### src/hdl/scm_pkg.sv
// Shared types, codes and sizing helpers for the sphere contact test core.
// Used by every module of the block; no dependencies.
`default_nettype none
package scm_pkg;

	localparam int FRAC_BITS_DEF   = 16;
	localparam int COORD_WIDTH_DEF = 32;
	localparam int SCALAR_W        = 31;
	localparam int NORMAL_W        = 18;
	localparam int DEPTH_W         = 31;

	localparam logic [1:0] OP_SPHERE    = 2'd0;
	localparam logic [1:0] OP_BOX_START = 2'd1;
	localparam logic [1:0] OP_BOX_AXIS  = 2'd2;

	typedef struct packed {
		logic start;
		logic clr;
	} mac_ctl_t;

	function automatic int mag_w(input int cw);
		return (cw + 2 > SCALAR_W) ? cw + 2 : SCALAR_W;
	endfunction

endpackage
`default_nettype wire

### src/hdl/scm_div.sv
// Restoring fraction divider for normal components, one quotient bit per cycle,
// with round half up and clamp to one. Depends on scm_pkg.
`default_nettype none
module scm_div import scm_pkg::*; #(
	parameter int DNW = 35,
	parameter int FB  = 16
) (
	input  wire logic             clk,
	input  wire logic             arst_n,
	input  wire logic             start,
	input  wire logic [DNW-1:0]   mag,
	input  wire logic [DNW-1:0]   den,
	output logic                  done,
	output logic [FB:0]           quo
);
	localparam int CW = $clog2(FB + 1);

	logic [DNW-1:0] rem_q, den_q;
	logic [FB:0]    q_q;
	logic [CW-1:0]  cnt_q;
	logic           run_q;
	logic [DNW:0]   rx;
	logic           rge, ge;
	logic [FB+1:0]  qs;

	assign ge  = mag >= den;
	assign rx  = {rem_q, 1'b0};
	assign rge = rx >= {1'b0, den_q};
	assign qs  = (FB+2)'(q_q) + (FB+2)'(rge);

	always_ff @(posedge clk or negedge arst_n) begin
		if (!arst_n) begin
			run_q <= 1'b0;
			done  <= 1'b0;
		end else begin
			done <= 1'b0;
			if (start) begin
				run_q <= 1'b1;
			end else if (run_q && cnt_q == '0) begin
				run_q <= 1'b0;
				done  <= 1'b1;
			end
		end
	end

	always_ff @(posedge clk) begin
		if (start) begin
			den_q <= den;
			q_q   <= (FB+1)'(ge);
			rem_q <= ge ? mag - den : mag;
			cnt_q <= CW'(FB);
		end else if (run_q) begin
			if (cnt_q != '0) begin
				rem_q <= rge ? DNW'(rx - {1'b0, den_q}) : rx[DNW-1:0];
				q_q   <= {q_q[FB-1:0], rge};
				cnt_q <= cnt_q - CW'(1);
			end else begin
				quo <= (qs > ((FB+2)'(1) << FB)) ? ((FB+1)'(1) << FB) : qs[FB:0];
			end
		end
	end

endmodule
`default_nettype wire

### config.mk
export PLATFORM = sky130hd
export DESIGN_NAME = scm_div
export DESIGN_NICKNAME = d
export VERILOG_FILES = /design/src/hdl/scm_pkg.sv /design/src/hdl/scm_div.sv
export SDC_FILE = /design/constraint.sdc
export NUM_CORES = 1
export LEC_CHECK = 0
export BUFFER_PORTS_ARGS = -buffer_cell sky130_fd_sc_hd__buf_2
export CAP_MARGIN = 20
export CELL_PAD_IN_SITES_DETAIL_PLACEMENT = 1
export CELL_PAD_IN_SITES_GLOBAL_PLACEMENT = 2
export CORE_MARGIN = 2
export CORE_UTILIZATION = 34
export DETAILED_ROUTE_END_ITERATION = 10
export HOLD_SLACK_MARGIN = 0.12
export PLACE_DENSITY_LB_ADDON = 0.1
export SYNTH_ARGS = -nofsm -noshare
export SYNTH_HDL_FRONTEND = slang
export SYNTH_SLANG_ARGS = --single-unit
### constraint.sdc
create_clock -name clk -period 9.1 [get_ports clk]
set_input_delay 0.91 -clock clk [delete_from_list [all_inputs] [get_ports clk]]
set_output_delay 0.91 -clock clk [all_outputs]
set_load 0.01 [all_outputs]
==> reports/results.txt <==
Gates resized during post-CTS repair numbered 0. The setup total negative slack is 0 ns, and the worst path setup slack after routing is 3.628 ns. The path class of the tightest hold or removal check is input pin to asynchronous set/reset pin. Synthesis produced 1111 cells. The starting utilization of the core area came out at 34.34%.

The number of cells on the worst reg-to-reg path is 18. Total net switching power: 1.204 mW. The cell type of the slowest stage on the worst timing path is buf_4. The tools report the clock network fraction of design power as 14.2%. The count of nets left with antenna violations once routing finished came out at 0. The run gives 0.8730 as the final RePlAce weighted congestion. Cell area after layout: 10140 µm². For this block, the initial DRC count from the detailed router was 387.

In this run, post-CTS hold repair placed 0 buffers. The initial antenna violation count was 1; the routed wire length per instance was 19.12 µm. The flow ran to the end, and the final reports show no timing, DRC or antenna violations. Pin placement for this block handled 91 I/O pins.

Detailed placement ended at an HPWL of 22610 µm. After synthesis, the most frequently instantiated cells are nand2_1 (156), a21oi_1 (95), inv_1 (89). The max-capacitance violation count was 0.

Summing every instance area after synthesis gives 9179 µm². Die span in y: 168.3 µm. The synthesized design contains 111 register bits. Entering global routing, the biggest net connects 73 pins.

Total count of max-transition violations in the final report: 0. The depth of the CTS H-tree is 3. On the worst path, the slowest cell contributes a delay of 0.46 ns. At the pin with the least slew margin, the transition time is 0.8423 ns.

The routed layout has 8118 vias. The count of final hold-check violations came out at 0. Setup repair after global routing left no endpoint under its margin.

The part of the total power dissipated in sequential elements is 29.4%. The setup path with the least slack is of type register to register. The routed design could run at a clock period as short as 5.472 ns. The tools report the kind of launch point of the worst setup path as a register. In this run the tool buffered the top-level ports with 90 buffer cells. The clock slew at the register clock pins of the worst setup and hold paths was 0.07 ns. The internal cell power was 1.494 mW. Total power per unit cell area: 266.1 nW/µm².

The critical path goes through ha_1 > o211ai_1 > a21oi_1 > o311a_1 > a221o_1 > a21oi_2 > o211a_1 > buf_4 > inv_2 > ha_1 > and3_1 > and2_1 > nor2b_1 > or3_1 > nand2_1 > a31oi_1 > o31a_1 > nor2_1. Using the TritonRoute via totals, the vias-per-cell ratio works out to 5.383. The switching part of the total power is 44.62%, and the later-pin clock latency in the skew report is 0.36 ns. The die outline area is 28330 µm². The logs give 9.31 ns for the critical path data required time and 2 for the number of buffers on the longest clock path.

The arrival time at the worst endpoint came out at 5.68 ns. The top cell type by area accounts for 28.79% of the synthesized area. Across every metal layer, demand over resource in global routing totals 20.52%.

The fraction of registers with async set/reset was 1.802%. The startpoint identified for the worst register-to-register timing path is rem_q[2]$_DFFE_PP_. TritonCTS built the clock tree.

0 antenna diodes ended up in the layout. The number of enable-type register cells in the synthesized netlist was 88; the worst clock skew was 0.005874 ns. The dominant cell by count in the synthesized netlist is nand2_1. After clock tree synthesis, the setup repair step added 0 buffers. The reported leakage power was 4.337 nW; the remaining max-slew budget at the tightest pin was 43.85%. Measured on the finished design, the core utilization comes to 37.94%. Among the stages of the critical path, the cell type that occurs most often is ha_1. The critical register-to-register path endpoint was quo[3]$_SDFFCE_PN0P_.

The logs give 33.91% for the fraction of the yosys area taken by sequential cells and 3.63 ns for the register-to-register setup slack. The leading register cell type out of synthesis is edfxtp_1. For this run, the post-layout net count is 1310. The fmax was 0.1828 GHz. Fill cells in the final layout number 3280. Combinational share of power: 56.4%. The run gives 0 as the number of warning messages in the yosys log. STA classifies the critical path endpoint as a register. After synthesis, the mean cell area works out to 8.262 µm². Total global routing overflow: 0. The tools report the unique cell type count in the Yosys netlist as 72. The die width is 168.3 µm, and the number of rows created at floorplan is 60. Along the worst path, the maximum fanout reaches 53. For this run, design rule violations remaining after detail routing come to 0. The peak supply drop came out at 0.1079 mV. The logs give 9867 µm² for the placed cell area and 9 for the number of buffers added by the clock tree synthesis step. The final layout contains routed wiring with a total length of 28830 µm. By area the synthesized netlist is led by edfxtp_1 (29%), ha_1 (10%), nand2_1 (6.4%), a21oi_1 (5.2%), dfxtp_1 (4.6%). The count of endpoints failing setup in the final report was 0; the post-synthesis to final-layout area growth was 10.46%. The tree is rooted in a clkbuf_16. At the placement stage, the worst setup path has a slack of 3.549 ns. Synthesis produced a netlist with a net count of 1259. Placeable core area: 26730 µm².

The first global-routing pass estimated 46020 µm of wire. After layout, the worst path uses 60.13% of the clock period. The number of iterations in the first detailed-routing pass was 5; the count of clock tree sinks was 111.

Number of global-route vias before repair: 8214. The library cell occupying the most area in the post-synthesis netlist was edfxtp_1. Of the cells placed in the final design, the portion with a size suffix greater than 1 is 10.20%.
## cell usage in the layout (no fill, tap or decap), drive strengths merged, types with 7 or more instances in the layout
cell type	Yosys	routed
o21ai	56	56
nand4	11	11
o211ai	11	11
nor2	75	75
o21a	8	8
xor2	33	33
nor2b	12	12
nor3	22	22
inv	90	90
a32oi	7	7
nand2b	9	9
xnor2	37	37
nand2	156	156
o21bai	7	7
and2	8	8
clkbuf	39	14
a21oi	96	96
dfxtp	21	21
a31oi	36	36
nand3	30	30
a211oi	25	25
edfxtp	88	88
buf	19	98
and3	18	18
or3	11	11
ha	73	73
a21o	30	30
## cell type report
cell class,count,area [µm²],area share (%)
inverters,90,337.8,3.332
flip-flops and latches,111,3113,30.70
well taps,341,426.7,4.208
multi-input cells,852,5477,54.02
clock inverters,2,7.507,0.07405
clock buffers,14,264.0,2.604
repair buffers,98,513.0,5.060
## power groups by stage
stage	Combinational, mW	Clock (mW)	Sequential, mW
after floorplan	1.14	0	0.776
after global placement	1.51	0	0.799
after detailed placement	1.51	0	0.804
after CTS	1.53	0.394	0.794
after global routing	1.71	0.408	0.811
final	1.52	0.384	0.793
## registers in the layout, summed over array words and instances, names as in the netlist
signal and count:
cnt_q 5, den_q 35, done 1, q_q 17
quo 17, rem_q 35, run_q 1
## per-layer routing
layer	vias up	track usage [%]	wire [µm]	share of wire, %
met4	0	5.847	510	1.8
met2	125	30.88	12090	42
met1	3854	31.24	15480	54
met5	-	0	0	0
li1	4119	-	-	-
met3	20	1.669	748	2.6
## worst max-delay path, delay by kind of cell (launching register included)
family | cells | cell delay [ns]
and+or+nand+nor | 6 | 1.21
AOI/OAI and AO/OA | 8 | 2.13
DFF | 1 | 0.41
adders and majority gates | 2 | 0.73
buffers and inverters | 2 | 0.82
## worst max-delay path by stage
stage	end	start	cells after the start
6_report	quo[3]$_SDFFCE_PN0P_	rem_q[2]$_DFFE_PP_	18
5_1_grt	quo[3]$_SDFFCE_PN0P_	rem_q[2]$_DFFE_PP_	18
4_1_cts	quo[3]$_SDFFCE_PN0P_	rem_q[2]$_DFFE_PP_	18
3_5_place_dp	quo[3]$_SDFFCE_PN0P_	rem_q[2]$_DFFE_PP_	18
3_3_place_gp	quo[0]$_SDFFCE_PN0P_	rem_q[2]$_DFFE_PP_	18
2_1_floorplan	quo[0]$_SDFFCE_PN0P_	rem_q[2]$_DFFE_PP_	22
## metrics by stage
stage	hold WS, ns	std cells	power (mW)
3_5_place_dp	0.4952	1492	2.316
5_1_grt	0.3091	1508	2.928
2_1_floorplan	0.4621	1111	1.913
4_1_cts	0.3072	1508	2.715
3_3_place_gp	0.4858	1491	2.312
6_report	0.3180	1508	2.698
## cell families after synthesis
family	count (synthesis)	share of synthesized area [%]
xor+xnor	70	6.679
mux	7	0.7906
compound gates	329	23.16
simple gates	371	18.55
flops	111	33.91
fa+ha+maj	75	10.39
buf+inv	148	6.516
No activity file was read; power rests on OpenSTA's default activity.
