`src/hdl/scm_pkg.sv`:
```
// Shared types, codes and sizing helpers for the sphere contact test core.
// Used by every module of the block; no dependencies.
`default_nettype none
package scm_pkg;

	localparam int FRAC_BITS_DEF   = 16;
	localparam int COORD_WIDTH_DEF = 32;
	localparam int SCALAR_W        = 31;
	localparam int NORMAL_W        = 18;
	localparam int DEPTH_W         = 31;

	localparam logic [1:0] OP_SPHERE    = 2'd0;
	localparam logic [1:0] OP_BOX_START = 2'd1;
	localparam logic [1:0] OP_BOX_AXIS  = 2'd2;

	typedef struct packed {
		logic start;
		logic clr;
	} mac_ctl_t;

	function automatic int mag_w(input int cw);
		return (cw + 2 > SCALAR_W) ? cw + 2 : SCALAR_W;
	endfunction

endpackage
`default_nettype wire

```
`src/hdl/scm_mac.sv`:
```
// Shared signed multiply-accumulate unit, 16 multiplier bits per cycle.
// Depends on scm_pkg for the control struct.
`default_nettype none
module scm_mac import scm_pkg::*; #(
	parameter int MW = 34
) (
	input  wire logic                 clk,
	input  wire logic                 arst_n,
	input  wire mac_ctl_t             ctl,
	input  wire logic signed [MW:0]   opa,
	input  wire logic signed [MW:0]   opb,
	output logic                      done,
	output logic signed [2*MW+1:0]    acc
);
	localparam int ND  = (MW + 15) / 16;
	localparam int BPW = ND * 16;
	localparam int DCW = (ND > 1) ? $clog2(ND) : 1;
	localparam int PW  = 2 * MW;
	localparam int AW  = 2 * MW + 2;

	logic [MW-1:0]  ma_q;
	logic [BPW-1:0] mb_q;
	logic           neg_q;
	logic [PW-1:0]  pr_q;
	logic [DCW-1:0] dig_q;
	logic           run_q;
	logic           fin_q;

	logic signed [MW:0]   na, nb;
	logic [MW+15:0]       part;
	logic signed [AW-1:0] pext;

	assign na   = opa[MW] ? -opa : opa;
	assign nb   = opb[MW] ? -opb : opb;
	assign part = ma_q * mb_q[BPW-1 -: 16];
	assign pext = $signed(AW'(pr_q));

	always_ff @(posedge clk or negedge arst_n) begin
		if (!arst_n) begin
			run_q <= 1'b0;
			fin_q <= 1'b0;
			done  <= 1'b0;
		end else begin
			done  <= 1'b0;
			fin_q <= 1'b0;
			if (ctl.start) begin
				run_q <= 1'b1;
			end else if (run_q && dig_q == DCW'(ND - 1)) begin
				run_q <= 1'b0;
				fin_q <= 1'b1;
			end
			if (fin_q) begin
				done <= 1'b1;
			end
		end
	end

	always_ff @(posedge clk) begin
		if (ctl.start) begin
			ma_q  <= na[MW-1:0];
			mb_q  <= BPW'(nb[MW-1:0]);
			neg_q <= opa[MW] ^ opb[MW];
			pr_q  <= '0;
			dig_q <= '0;
			if (ctl.clr) begin
				acc <= '0;
			end
		end else if (run_q) begin
			pr_q  <= PW'(pr_q << 16) + PW'(part);
			mb_q  <= mb_q << 16;
			dig_q <= dig_q + DCW'(1);
		end else if (fin_q) begin
			acc <= neg_q ? acc - pext : acc + pext;
		end
	end

endmodule
`default_nettype wire

```
`config.mk`:
```
export PLATFORM = sky130hd
export DESIGN_NAME = scm_mac
export DESIGN_NICKNAME = d
export VERILOG_FILES = /design/src/hdl/scm_pkg.sv /design/src/hdl/scm_mac.sv
export SDC_FILE = /design/constraint.sdc
export NUM_CORES = 2
export LEC_CHECK = 0
export ABC_AREA = 1
export ABC_CLOCK_PERIOD_IN_PS = 12100
export BUFFER_PORTS_ARGS = -buffer_cell sky130_fd_sc_hd__buf_2
export CAP_MARGIN = 20
export CORE_MARGIN = 2
export CORE_UTILIZATION = 42
export DETAILED_ROUTE_END_ITERATION = 6
export PLACE_DENSITY_LB_ADDON = 0.25
export SYNTH_ARGS = -nofsm -noshare
export SYNTH_HDL_FRONTEND = slang
export SYNTH_SLANG_ARGS = --single-unit
```
`constraint.sdc`:
```
create_clock -name clk -period 12.1 [get_ports clk]
set_input_delay 1.21 -clock clk [delete_from_list [all_inputs] [get_ports clk]]
set_output_delay 1.21 -clock clk [all_outputs]
set_load 0.005 [all_outputs]
```
==> results.txt <==
----------------------------------------------------
[Run status]
  Status ... finished, final reports clean

[Critical path]
  Worst-path maximum fanout ... 16
  Critical path capture point type ... flop
  Cell type of the slowest stage on the worst timing path ... edfxtp_1
  Reg-to-reg critical path endpoint ... pr_q[59]$_SDFFE_PP0P_
  Arrival time at the worst endpoint ... 7.07 ns
  Worst Path Required ... 12.55 ns
  Startpoint of the worst-slack reg-to-reg timing path ... ma_q[32]$_DFFE_PP_
  Register-to-register setup slack ... 5.48 ns
  CP peak stage delay ... 0.95 ns
  Category of the worst setup path launch point ... flop
  Ordered cell list for the critical path ... nand2_1 -> fa_1 -> inv_1 -> fa_1 -> inv_1 -> fa_1 -> inv_1 -> fa_1 -> fa_1 -> inv_1 -> fa_1 -> inv_1 -> ha_1 -> nand2_1 -> nor2_1 -> inv_1 -> nor2_1 -> nand2_1 -> nor2_1 -> nand2_1 -> nand3_1 -> nand2_1 -> nand3_1 -> nand2_1
  R2r worst-path depth ... 24
  Startpoint-to-endpoint class of the critical path ... flop to flop

[STA]
  Max Clock Skew ... 0.0370 ns
  Setup repair after global routing missed its margin ... no
  Summed negative setup slack over all endpoints ... 0 ns
  Minimum period implied by the final worst setup slack ... 6.62 ns
  Post-route clock period utilization ... 54.8%
  Worst slew slack as a fraction of its limit ... 30.2%
  Final count of negative-setup-slack endpoints ... 0
  Smallest setup slack after layout ... 5.48 ns
  Slew of the pin with the lowest slew margin ... 1.05 ns
  Hold WS ... 0.426 ns
  Achievable frequency ... 0.151 GHz
  Number of endpoints with negative hold slack in the final report ... 0
  Slew Viols, Final ... 0

[Synthesis]
  Total of warnings raised by yosys ... 0
  Cell type with the highest aggregate area in the netlist ... fa_1
  Most common cell in the synthesized netlist ... nand2_1
  Largest cells by area after synthesis ... fa_1 (25%), nand2_1 (18%), inv_1 (14%)
  Net count after synthesis ... 6576
  FF+latch count, synth ... 226
  Primary FF master, synth ... edfxtp_1
  Most frequent cells after synthesis ... nand2_1 (1815), inv_1 (1459), fa_1 (481)
  Share of synthesized flip-flops with an asynchronous set or reset ... 1.33%
  Distinct cells, synth ... 51
  Post-synth top area share ... 24.8%
  Post-synthesis cell count ... 5810
  Netlist Area Pre-Place ... 38900 sq um
  Post-synthesis area per instance ... 6.69 sq um
  Fraction of the yosys area taken by sequential cells ... 15.3%
  Number of enable flip-flop cells after synthesis ... 139

[Floorplan]
  Starting utilization of the core area ... 42.4%
  Die area ... 95000 sq um
  Overall die width ... 308 um
  Placement Rows ... 111
  Core outline area ... 91700 sq um
  Die Y ... 308 um
  Count of boundary I/O pins ... 145

[Drt]
  Detail-routed net length per standard cell ... 17.8 um
  Count of routing violations after the opening detailed-route iteration ... 2909
  Post-Route WL ... 125000 um
  Avg Vias per Cell ... 5.03
  DR pass1 iterations ... 6
  Number of nets with antenna violations after routing ... 0
  Total number of vias ... 35400
  Total DRC errors in the routed layout ... 0

[Placed design]
  Dpl ws ... 5.60 ns
  Final weighted congestion of routability-driven global placement ... 0.988
  Number of buffer cells added on primary ports ... 144
  DP HPWL ... 105000 um

[Flow run]
  Number of violations of the max-capacitance limit ... 0

[Global routing]
  Number of global-route vias before repair ... 35300
  Antenna violations before repair ... 1
  Pin count of the biggest net entering global routing ... 74
  Wire length of the first global-routing pass ... 199000 um
  GRT overflow ... 0
  Global-route usage over all layers ... 27.0%

[Clock tree]
  Clock transition at path regs ... 0.06 ns
  Hold-fix buffers at CTS ... 0
  TritonCTS clock tree ... built
  TritonCTS Buffers ... 35
  Clk sinks ... 226
  H-tree depth reported by CTS ... 2
  Clock Tree Root ... clkbuf_16
  Maximum count of clock buffers along a single path ... 3
  Latest clock arrival within the worst-skew pair ... 0.58 ns
  Cts repair resizes ... 0
  Setup Fix Bufs, Post-CTS ... 0

[Worst hold path]
  Type of the most critical hold path ... input port to async pin

[Final layout]
  Number of nets in the final layout ... 6596
  Antenna fix cells ... 0
  Area delta synth->final ... 7.43%
  Layout cells sized above 1 ... 5.76%

----------------------------------------------------
==> metal layers <==
| metal | track usage, % | wire [um] | up-vias |
|---|---|---|---|
| li1 | - | - | 17200 |
| met1 | 38.1 | 56400 | 16800 |
| met2 | 43.7 | 56400 | 1205 |
| met3 | 2.82 | 8670 | 196 |
| met4 | 8.02 | 3960 | 2 |
| met5 | 0 | 14 | - |
==> logic make-up after synthesis <==
group                    count (synthesis)  share of synthesized area, %
AND/OR/NAND/NOR                       2671                          28.1
buffers and inverters                 1653                          16.0
adder cells (fa/ha/maj)                692                          31.6
AO/OA/AOI/OAI                          436                          6.14
flip-flops                             226                          15.3
XOR/XNOR                               132                          2.97
==> state kept, by name, summed over array words and instances, names as in the netlist <==
name,flops
fin_q,1
acc,70
neg_q,1
mb_q,48
ma_q,34
dig_q,2
done,1
pr_q,68
run_q,1
==> stage by stage <==
stage / area (sq um) / util (%) / cells
6_report: 41800 / 45.6 / 7041
5_1_grt: 41800 / 45.6 / 7041
4_1_cts: 41800 / 45.6 / 7041
3_5_place_dp: 40600 / 44.3 / 6979
3_3_place_gp: 40600 / 44.3 / 6979
2_1_floorplan: 38900 / - / 5810
==> critical path, delay by kind of cell (launching register included) <==
| kind | cells | cell delay [ns] |
|---|---|---|
| buf+inv | 6 | 0.39 |
| fa+ha+maj | 7 | 3.46 |
| flops | 1 | 0.95 |
| simple gates | 11 | 1.70 |
==> cell usage in the layout (no fill, tap or decap), types with 5 or more instances in the layout <==
cell type and count:
a22o_1 14, nand2_2 17, o22ai_1 27, nand3_1 176, fa_1 481, a31oi_1 15, a21oi_1 208, inv_1 1457
nor3_1 42, clkinv_1 6, clkinv_2 7, buf_4 24, xnor2_1 33, inv_2 10, nand2_1 1815, nor2_4 10
ha_1 211, bufinv_16 5, nand3_2 10, o21ai_2 5, o21ai_0 132, nor4_1 11, nor2_2 36, nor3_2 11
nor2_1 457, dfxtp_1 81, nand4_1 50, o21ai_1 9, or2_2 6, nand3b_1 18, buf_2 143, o21bai_1 14
edfxtp_1 139, clkbuf_16 36, xor2_1 99
==> worst max-delay path by stage <==
stage                          startpoint               endpoint  slack (ns)  cells after the start
floorplan               ma_q[0]$_DFFE_PP_  pr_q[64]$_SDFFE_PP0P_        6.55                     25
global placement    mb_q[43]$_SDFFE_PP0P_  pr_q[25]$_SDFFE_PP0P_        5.57                     20
detailed placement     ma_q[32]$_DFFE_PP_  pr_q[59]$_SDFFE_PP0P_        5.60                     24
CTS                    ma_q[32]$_DFFE_PP_  pr_q[59]$_SDFFE_PP0P_        5.55                     24
global route        mb_q[43]$_SDFFE_PP0P_  pr_q[25]$_SDFFE_PP0P_        5.17                     20
finish                 ma_q[32]$_DFFE_PP_  pr_q[59]$_SDFFE_PP0P_        5.48                     24
==> final cells by class <==
class                           count  area, sq um
Inverter                         1469         5510
Clock inverter                     22          258
Multi-Input combinational cell   3931        26800
Clock buffer                       40          926
Tap cell                         1186         1480
Fill cell                        9627        49900
Sequential cell                   226         5930
Timing Repair Buffer              167          896
Power is left out: the tool's default activity adds up to more than one toggle a clock period on the data nets, which glitch-free logic cannot reach.
