[src/hdl/scm_pkg.sv]
// Shared types, codes and sizing helpers for the sphere contact test core.
// Used by every module of the block; no dependencies.
`default_nettype none
package scm_pkg;

	localparam int FRAC_BITS_DEF   = 16;
	localparam int COORD_WIDTH_DEF = 32;
	localparam int SCALAR_W        = 31;
	localparam int NORMAL_W        = 18;
	localparam int DEPTH_W         = 31;

	localparam logic [1:0] OP_SPHERE    = 2'd0;
	localparam logic [1:0] OP_BOX_START = 2'd1;
	localparam logic [1:0] OP_BOX_AXIS  = 2'd2;

	typedef struct packed {
		logic start;
		logic clr;
	} mac_ctl_t;

	function automatic int mag_w(input int cw);
		return (cw + 2 > SCALAR_W) ? cw + 2 : SCALAR_W;
	endfunction

endpackage
`default_nettype wire

[src/hdl/scm_root.sv]
// Bit-serial floor square root, two radicand bits per cycle.
// Depends on scm_pkg only by convention; no shared types used.
`default_nettype none
module scm_root import scm_pkg::*; #(
	parameter int SQW = 35
) (
	input  wire logic               clk,
	input  wire logic               arst_n,
	input  wire logic               start,
	input  wire logic [2*SQW-1:0]   radicand,
	output logic                    done,
	output logic [SQW-1:0]          root
);
	localparam int CW = $clog2(SQW + 1);

	logic [2*SQW-1:0] rad_q;
	logic [SQW+1:0]   rem_q;
	logic [CW-1:0]    cnt_q;
	logic             run_q;
	logic [SQW+3:0]   remx, trial;
	logic             take;

	assign remx  = {rem_q, rad_q[2*SQW-1 -: 2]};
	assign trial = {2'b00, root, 2'b01};
	assign take  = remx >= trial;

	always_ff @(posedge clk or negedge arst_n) begin
		if (!arst_n) begin
			run_q <= 1'b0;
			done  <= 1'b0;
		end else begin
			done <= 1'b0;
			if (start) begin
				run_q <= 1'b1;
			end else if (run_q && cnt_q == CW'(1)) begin
				run_q <= 1'b0;
				done  <= 1'b1;
			end
		end
	end

	always_ff @(posedge clk) begin
		if (start) begin
			rad_q <= radicand;
			rem_q <= '0;
			root  <= '0;
			cnt_q <= CW'(SQW);
		end else if (run_q) begin
			rad_q <= rad_q << 2;
			cnt_q <= cnt_q - CW'(1);
			if (take) begin
				rem_q <= (SQW+2)'(remx - trial);
				root  <= {root[SQW-2:0], 1'b1};
			end else begin
				rem_q <= remx[SQW+1:0];
				root  <= {root[SQW-2:0], 1'b0};
			end
		end
	end

endmodule
`default_nettype wire

[config.mk]
export PLATFORM = sky130hd
export DESIGN_NAME = scm_root
export DESIGN_NICKNAME = d
export VERILOG_FILES = /design/src/hdl/scm_pkg.sv /design/src/hdl/scm_root.sv
export SDC_FILE = /design/constraint.sdc
export NUM_CORES = 1
export LEC_CHECK = 0
export ABC_AREA = 0
export BUFFER_PORTS_ARGS = -buffer_cell sky130_fd_sc_hd__buf_4
export CORE_ASPECT_RATIO = 0.9
export CORE_MARGIN = 2
export CORE_UTILIZATION = 55
export DETAILED_ROUTE_END_ITERATION = 10
export PLACE_DENSITY_LB_ADDON = 0.2
export SETUP_SLACK_MARGIN = 0.05
export SYNTH_ARGS = -nofsm -noshare
export SYNTH_HDL_FRONTEND = slang
export SYNTH_SLANG_ARGS = --single-unit
[constraint.sdc]
create_clock -name clk -period 3.98 [get_ports clk]
set_input_delay 0.995 -clock clk [delete_from_list [all_inputs] [get_ports clk]]
set_output_delay 0.995 -clock clk [all_outputs]
set_load 0.005 [all_outputs]
==> flow_summary.yaml, run 1 <==
cts:
  cts_tree: "built"
  clock_sink_count: 150
  ctsLongestPathBuffers: 2
  root_buffer: "clkbuf_16"
  cts-resized-gates: 0
  cts_made_buffers: 17
  cts.hold.buffers_added: 0
  clk_latency_ps: 430
  cts.reportedPaths.clkPinSlew_ps: 70
  post-cts-setup-buffers: 0
  cts.htree.levels: 4
hold_path:
  hold_class: "in2async"
logic_synthesis:
  synth_area_per_cell_um2: 10.0
  synth_nets: 950
  yosys_most_used_dff: "dfxtp_1"
  yosys-top-cells-area: "edfxtp_1 25%, dfxtp_1 19%, mux2_2 9.1%, ha_1 5.8%, mux2i_1 4.6%"
  yosysWarningCount: 0
  synth_largest_area_cell: "edfxtp_1"
  synth-seq-area-share_pct: 44.2
  synth_edf_count: 70
  async_flop_share_pct: 1.33
  synth_cell_types: 70
  syn-cell-area_mm2: 0.00841
  synth.top_cell.area_share_pct: 25.0
  synthCells: 838
  ys_ff_latch: 150
global_route:
  grt_pass1_vias: 6026
  grt_max_degree: 76
  grt_use_total_pct: 23.0
  overflow: 0
  grt_antenna_before_repair: 0
  grt_pass1_wl_mm: 30.0
worst_setup_path:
  critPathCaptureType: "register"
  r2r_cells: 11
  cp-startpoint: "root[19]"
  crit_type: "reg2reg"
  cpPeakStageDelay_ps: 440
  r2r_start: "root[19]"
  arrival_ps: 3540
  rrSetupSlack_ps: 770
  required_ps: 4300
  crit_buf_inv: 2
  endpoint: "rem_q[13]"
  cp.depth: 11
  path_cells: "inv_1 -> ha_1 -> nand4_1 -> nor4_1 -> o311ai_1 -> a21oi_2 -> o21a_4 -> or2_1 -> buf_12 -> nand2_1 -> a311oi_1"
  path_delay_family: "simple AND/OR/NAND/NOR gates"
  crit_slowest_cell: "ha_1"
  reg2reg_to: "rem_q[13]"
  path_max_fanout: 21
  startpoint_type: "register"
timing:
  fin_tns_setup_ps: 0
  worst_slew_pin_slew_ps: 928
  timing.final.hold_violations: 0
  fmax_mhz: 311
  setup_viol: 0
  finalWorstSetupSlack_ps: 766
  whs_ps: 340
  fin_worst_skew_ps: 10.6
  slew_headroom_pct: 38.2
  fin_crit_sh_pct: 80.8
  final_max_slew_viol_count: 0
  period_needed_ps: 3210
  rsz0062_at_grt: "false"
finish:
  antenna_cells: 0
  nNetsFinal: 1042
  final_cell_mix: "113 x buf_4, 91 x nor2_1, 78 x dfxtp_1"
  fillers: 1193
  fin_util_pct: 66.8
  area_growth_pct: 17.8
  final_layout_size_suffix_gt1_share_pct: 25.2
  final_common_cell: "buf_4"
route:
  antenna_left: 0
  drc: 0
  num_vias: 6522
  met1Wirelength_mm: 8.64
  drt-initial-drc-count: 587
  dr.pass1.iters: 5
  avgRoutedWirePerCell_um: 16.0
  dr_wl_met2_mm: 8.30
  viasPerCell: 5.72
  routed_wl_mm: 18.2
  routed-wl-met3_um: 976
  topRoutingLayerUsed: "met4"
floorplanning:
  fp.dieW_um: 134
  ioPinCount: 109
  coreArea_mm2: 0.0148
  die_area_mm2: 0.0163
  start_util_pct: 56.8
  dieHeight_um: 121
  rows: 42
place:
  hpwl_mm: 12.5
  place.gp.congestion: 0.923
  place_ws_ps: 777
  port_buffers: 108
run_status:
  status: "finished, final reports clean"
power_and_ir_drop:
  power.static_leakage_nw: 4.33
  max-vdd-ir-drop_v: 0.000434
  p_per_area_mw_per_mm2: 689
flow_run:
  drv_cap: 0
-- synthesized netlist by cell type, types with 3 or more instances --
cell type / count
mux2i_1: 39
o21ai_0: 26
inv_1: 52
dfxtp_1: 78
xor2_1: 12
a311oi_1: 23
nor3_1: 11
nor4_1: 3
a31oi_1: 5
o211ai_1: 4
o21ai_1: 4
nor2b_1: 5
edfxtp_1: 70
o21bai_1: 6
a21oi_1: 34
xnor2_1: 13
or3_1: 11
and2_1: 6
mux2_2: 68
buf_4: 3
a211oi_1: 8
a21o_1: 19
nand4_1: 9
ha_1: 39
o21a_1: 4
and3_1: 5
o31ai_1: 4
clkbuf_1: 22
nand2_1: 76
buf_1: 7
a21boi_0: 3
nand3_1: 20
buf_2: 6
nor2_1: 91
buf_6: 4
-- per-stage QoR --
| step | total power [mW] | cells | instance area, µm² |
|---|---|---|---|
| 2_1_floorplan | 4.65 | 838 | 8410 |
| 3_3_place_gp | 5.27 | 1109 | 9360 |
| 3_5_place_dp | 5.29 | 1109 | 9360 |
| 4_1_cts | 6.82 | 1141 | 9900 |
| 5_1_grt | 7.28 | 1141 | 9900 |
| 6_report | 6.83 | 1141 | 9900 |
-- worst register-to-register path, delay by kind of cell (launching register included) --
kind                     cells  cell delay (ps)
AND/OR/NAND/NOR              4             1070
AO/OA/AOI/OAI                4              920
flip-flops                   1              370
adder cells (fa/ha/maj)      1              440
buffers and inverters        2              300
-- cell families (layout without fill, tap and decap cells) --
logic type | count (synthesis) | after routing | share of synthesized area, %
AND/OR/NAND/NOR | 253 | 253 | 13.7
buffers and inverters | 95 | 200 | 4.83
flip-flops | 150 | 150 | 44.2
XOR/XNOR | 25 | 25 | 2.60
multiplexers | 107 | 107 | 13.7
adder cells (fa/ha/maj) | 39 | 39 | 5.80
AO/OA/AOI/OAI | 169 | 169 | 15.1
-- layer usage --
layer  vias to the layer above  track usage (%)
met1                      3087             32.4
met2                       195             35.2
met5                         -                0
met3                        25             5.51
met4                         0             6.71
li1                       3215                -
-- worst min-delay path by stage --
stage | from | end | slack [ps] | cells past startpoint
floorplan | cnt_q[5] | done | 420 | 1
global placement | cnt_q[5] | done | 450 | 1
detailed placement | cnt_q[5] | done | 450 | 1
CTS | arst_n | run_q | 330 | 1
global route | arst_n | run_q | 320 | 1
finish | arst_n | run_q | 340 | 1
-- report_power, final --
| part | leakage [nW] | internal, mW | switching (mW) |
|---|---|---|---|
| registers | 1.41 | 1.86 | 0.158 |
| clock network | 0.262 | 0.813 | 0.685 |
| logic | 2.67 | 1.47 | 1.84 |
| total | 4.33 | 4.14 | 2.68 |
-- area by class of cell --
| type | count | area (µm²) | area share [%] |
|---|---|---|---|
| Sequential cell | 150 | 3720 | 37.5 |
| Clock buffer | 18 | 429 | 4.33 |
| Inverter | 52 | 195 | 1.97 |
| Multi-Input combinational cell | 593 | 4290 | 43.3 |
| Clock inverter | 14 | 116 | 1.17 |
| Tap cell | 198 | 248 | 2.50 |
| Timing Repair Buffer | 116 | 908 | 9.17 |
-- state kept, by name, indices dropped and copies added (netlist names) --
name / count
root: 35
done: 1
rad_q: 70
cnt_q: 6
rem_q: 37
run_q: 1
No activity file was read; power rests on OpenSTA's default activity.
==> run 2, diff against run 1 <==
Clock period 3.98 ns to 2.97 ns, I/O delays scaled along.
==> flow_summary.yaml, run 2 (same netlist as run 1, synthesis figures left out) <==
cts:
  cts_tree: "built"
  cts.hold.buffers_added: 0
  clock_sink_count: 150
  ctsLongestPathBuffers: 2
  clk_latency_ps: 430
  root_buffer: "clkbuf_16"
  cts.htree.levels: 4
  cts.reportedPaths.clkPinSlew_ps: 60
  cts_made_buffers: 17
route:
  routed_wl_mm: 19.0
  drt-initial-drc-count: 414
  avgRoutedWirePerCell_um: 16.1
  dr.pass1.iters: 5
  num_vias: 6687
  viasPerCell: 5.67
  drc: 0
  antenna_left: 0
power_and_ir_drop:
  p_int_mw: 6.02
  seqPwrFrac_pct: 27.3
  combPwrFrac_pct: 51.0
  power_mw: 9.92
  p_sw_share_pct: 39.3
  power.switching_mw: 3.89
  clockPowerShare_pct: 21.8
  power.static_leakage_nw: 4.56
  p_per_area_mw_per_mm2: 953
  max-vdd-ir-drop_v: 0.000498
finish:
  fin_util_pct: 70.2
  final_cell_mix: "147 x buf_4, 90 x nor2_1, 76 x nand2_1"
  antenna_cells: 0
  design_area_mm2: 0.0104
  final_common_cell: "buf_4"
  area_growth_pct: 23.7
  nNetsFinal: 1080
  regMostFlops: "rad_q"
  reg_top3: "rad_q: 70 flops, rem_q: 37 flops, root: 35 flops"
  final_layout_size_suffix_gt1_share_pct: 30.4
  largest_reg_flops: 70
place:
  postPlaceCellArea_mm2: 0.00962
  place.gp.congestion: 0.886
  place_ws_ps: 43.9
  hpwl_mm: 13.1
  port_buffers: 108
floorplanning:
  coreArea_mm2: 0.0148
  ioPinCount: 109
  die_area_mm2: 0.0163
  fp.dieW_um: 134
  rows: 42
  dieHeight_um: 121
  start_util_pct: 56.8
worst_setup_path:
  critPathCaptureType: "register"
  r2r_start: "root[15]"
  cpPeakStageDelay_ps: 430
  crit_type: "reg2reg"
  required_ps: 3310
  rrSetupSlack_ps: 110
  path_max_fanout: 8
  crit_slowest_cell: "or3_1"
  reg2reg_to: "rem_q[6]"
  r2r_cells: 10
  path_cells: "inv_1 -> ha_2 -> nand4_1 -> nor4_4 -> o311ai_2 -> a21oi_2 -> o21a_4 -> nor2_4 -> or3_1 -> a311oi_2"
  arrival_ps: 3190
  startpoint_type: "register"
timing:
  setup_viol: 0
  timing.final.hold_violations: 0
  final_max_slew_viol_count: 0
  fmax_mhz: 350
  period_needed_ps: 2860
  worst_slew_pin_slew_ps: 722
  finalWorstSetupSlack_ps: 111
  fin_crit_sh_pct: 96.3
  fin_worst_skew_ps: 5.58
  whs_ps: 87.7
  slew_headroom_pct: 51.8
flow_run:
  drv_cap: 0
global_route:
  grt_antenna_before_repair: 0
  grt_pass1_wl_mm: 30.7
  grt_max_degree: 135
  grt_pass1_vias: 6186
  overflow: 0
  grt_use_total_pct: 23.6
hold_path:
  hold_class: "in2async"
run_status:
  status: "finished, final reports clean"
-- run 2: changes by cell type in the layout (fill, tap and decap cells not counted), moves of 3 or more --
cell	change
dfxtp_2	+3
ha_2	+6
buf_4	+34
ha_4	+3
dfxtp_1	-3
ha_1	-9
-- run 2: worst max-delay path by stage --
stage	start	end	slack [ps]	cells after the start
after CTS	root[2]	rem_q[25]	110	11
after global routing	root[13]	rem_q[6]	-20	10
final	root[15]	rem_q[6]	110	10
after floorplan	start	rad_q[0]	100	4
after global placement	root[20]	rem_q[6]	120	10
after detailed placement	root[2]	rem_q[25]	40	11
-- run 2: layout make-up --
class	count	area (µm²)
timing repair buffer	153	1210
inverter	52	199
tap	198	248
multi-input combinational	594	4430
clock buffer	17	425
fill	1173	4420
sequential	150	3720
clock inverter	15	166
-- run 2: worst max-delay path, delay by kind of cell, from the launching register on --
family	cells	cell delay (ps)
AO/OA/AOI/OAI	4	920
adder cells (fa/ha/maj)	1	400
buffers and inverters	1	80
flip-flops	1	380
AND/OR/NAND/NOR	4	990
-- run 2: layer usage --
metal | GRT usage, % | up-vias | share of wire [%]
met5 | 0 | - | 0
met4 | 6.45 | 0 | 1.2
met3 | 5.14 | 24 | 5.0
met2 | 37.7 | 170 | 47
met1 | 32.6 | 3188 | 47
li1 | - | 3305 | -
-- run 2: per-stage QoR --
step / setup TNS (ps) / cells
floorplan: 0 / 838
global placement: 0 / 1141
detailed placement: 0 / 1141
CTS: 0 / 1176
global route: -16.3 / 1179
finish: 0 / 1179
-- run 2: what timing repair did --
item	CTS	global route
buffers inserted	2	3
gates resized for setup	0	30
endpoints found under the hold margin	0	0
cloned	1	0
pin swaps	2	9
endpoints found under the setup margin	9	36
-- run 2: power groups by stage --
stage	Sequential (mW)	Combinational [mW]	Clock (mW)
2_1_floorplan	2.67	3.57	0
3_3_place_gp	2.73	4.60	0
3_5_place_dp	2.74	4.62	0
4_1_cts	2.70	4.73	2.19
5_1_grt	2.74	5.55	2.28
6_report	2.70	5.05	2.16
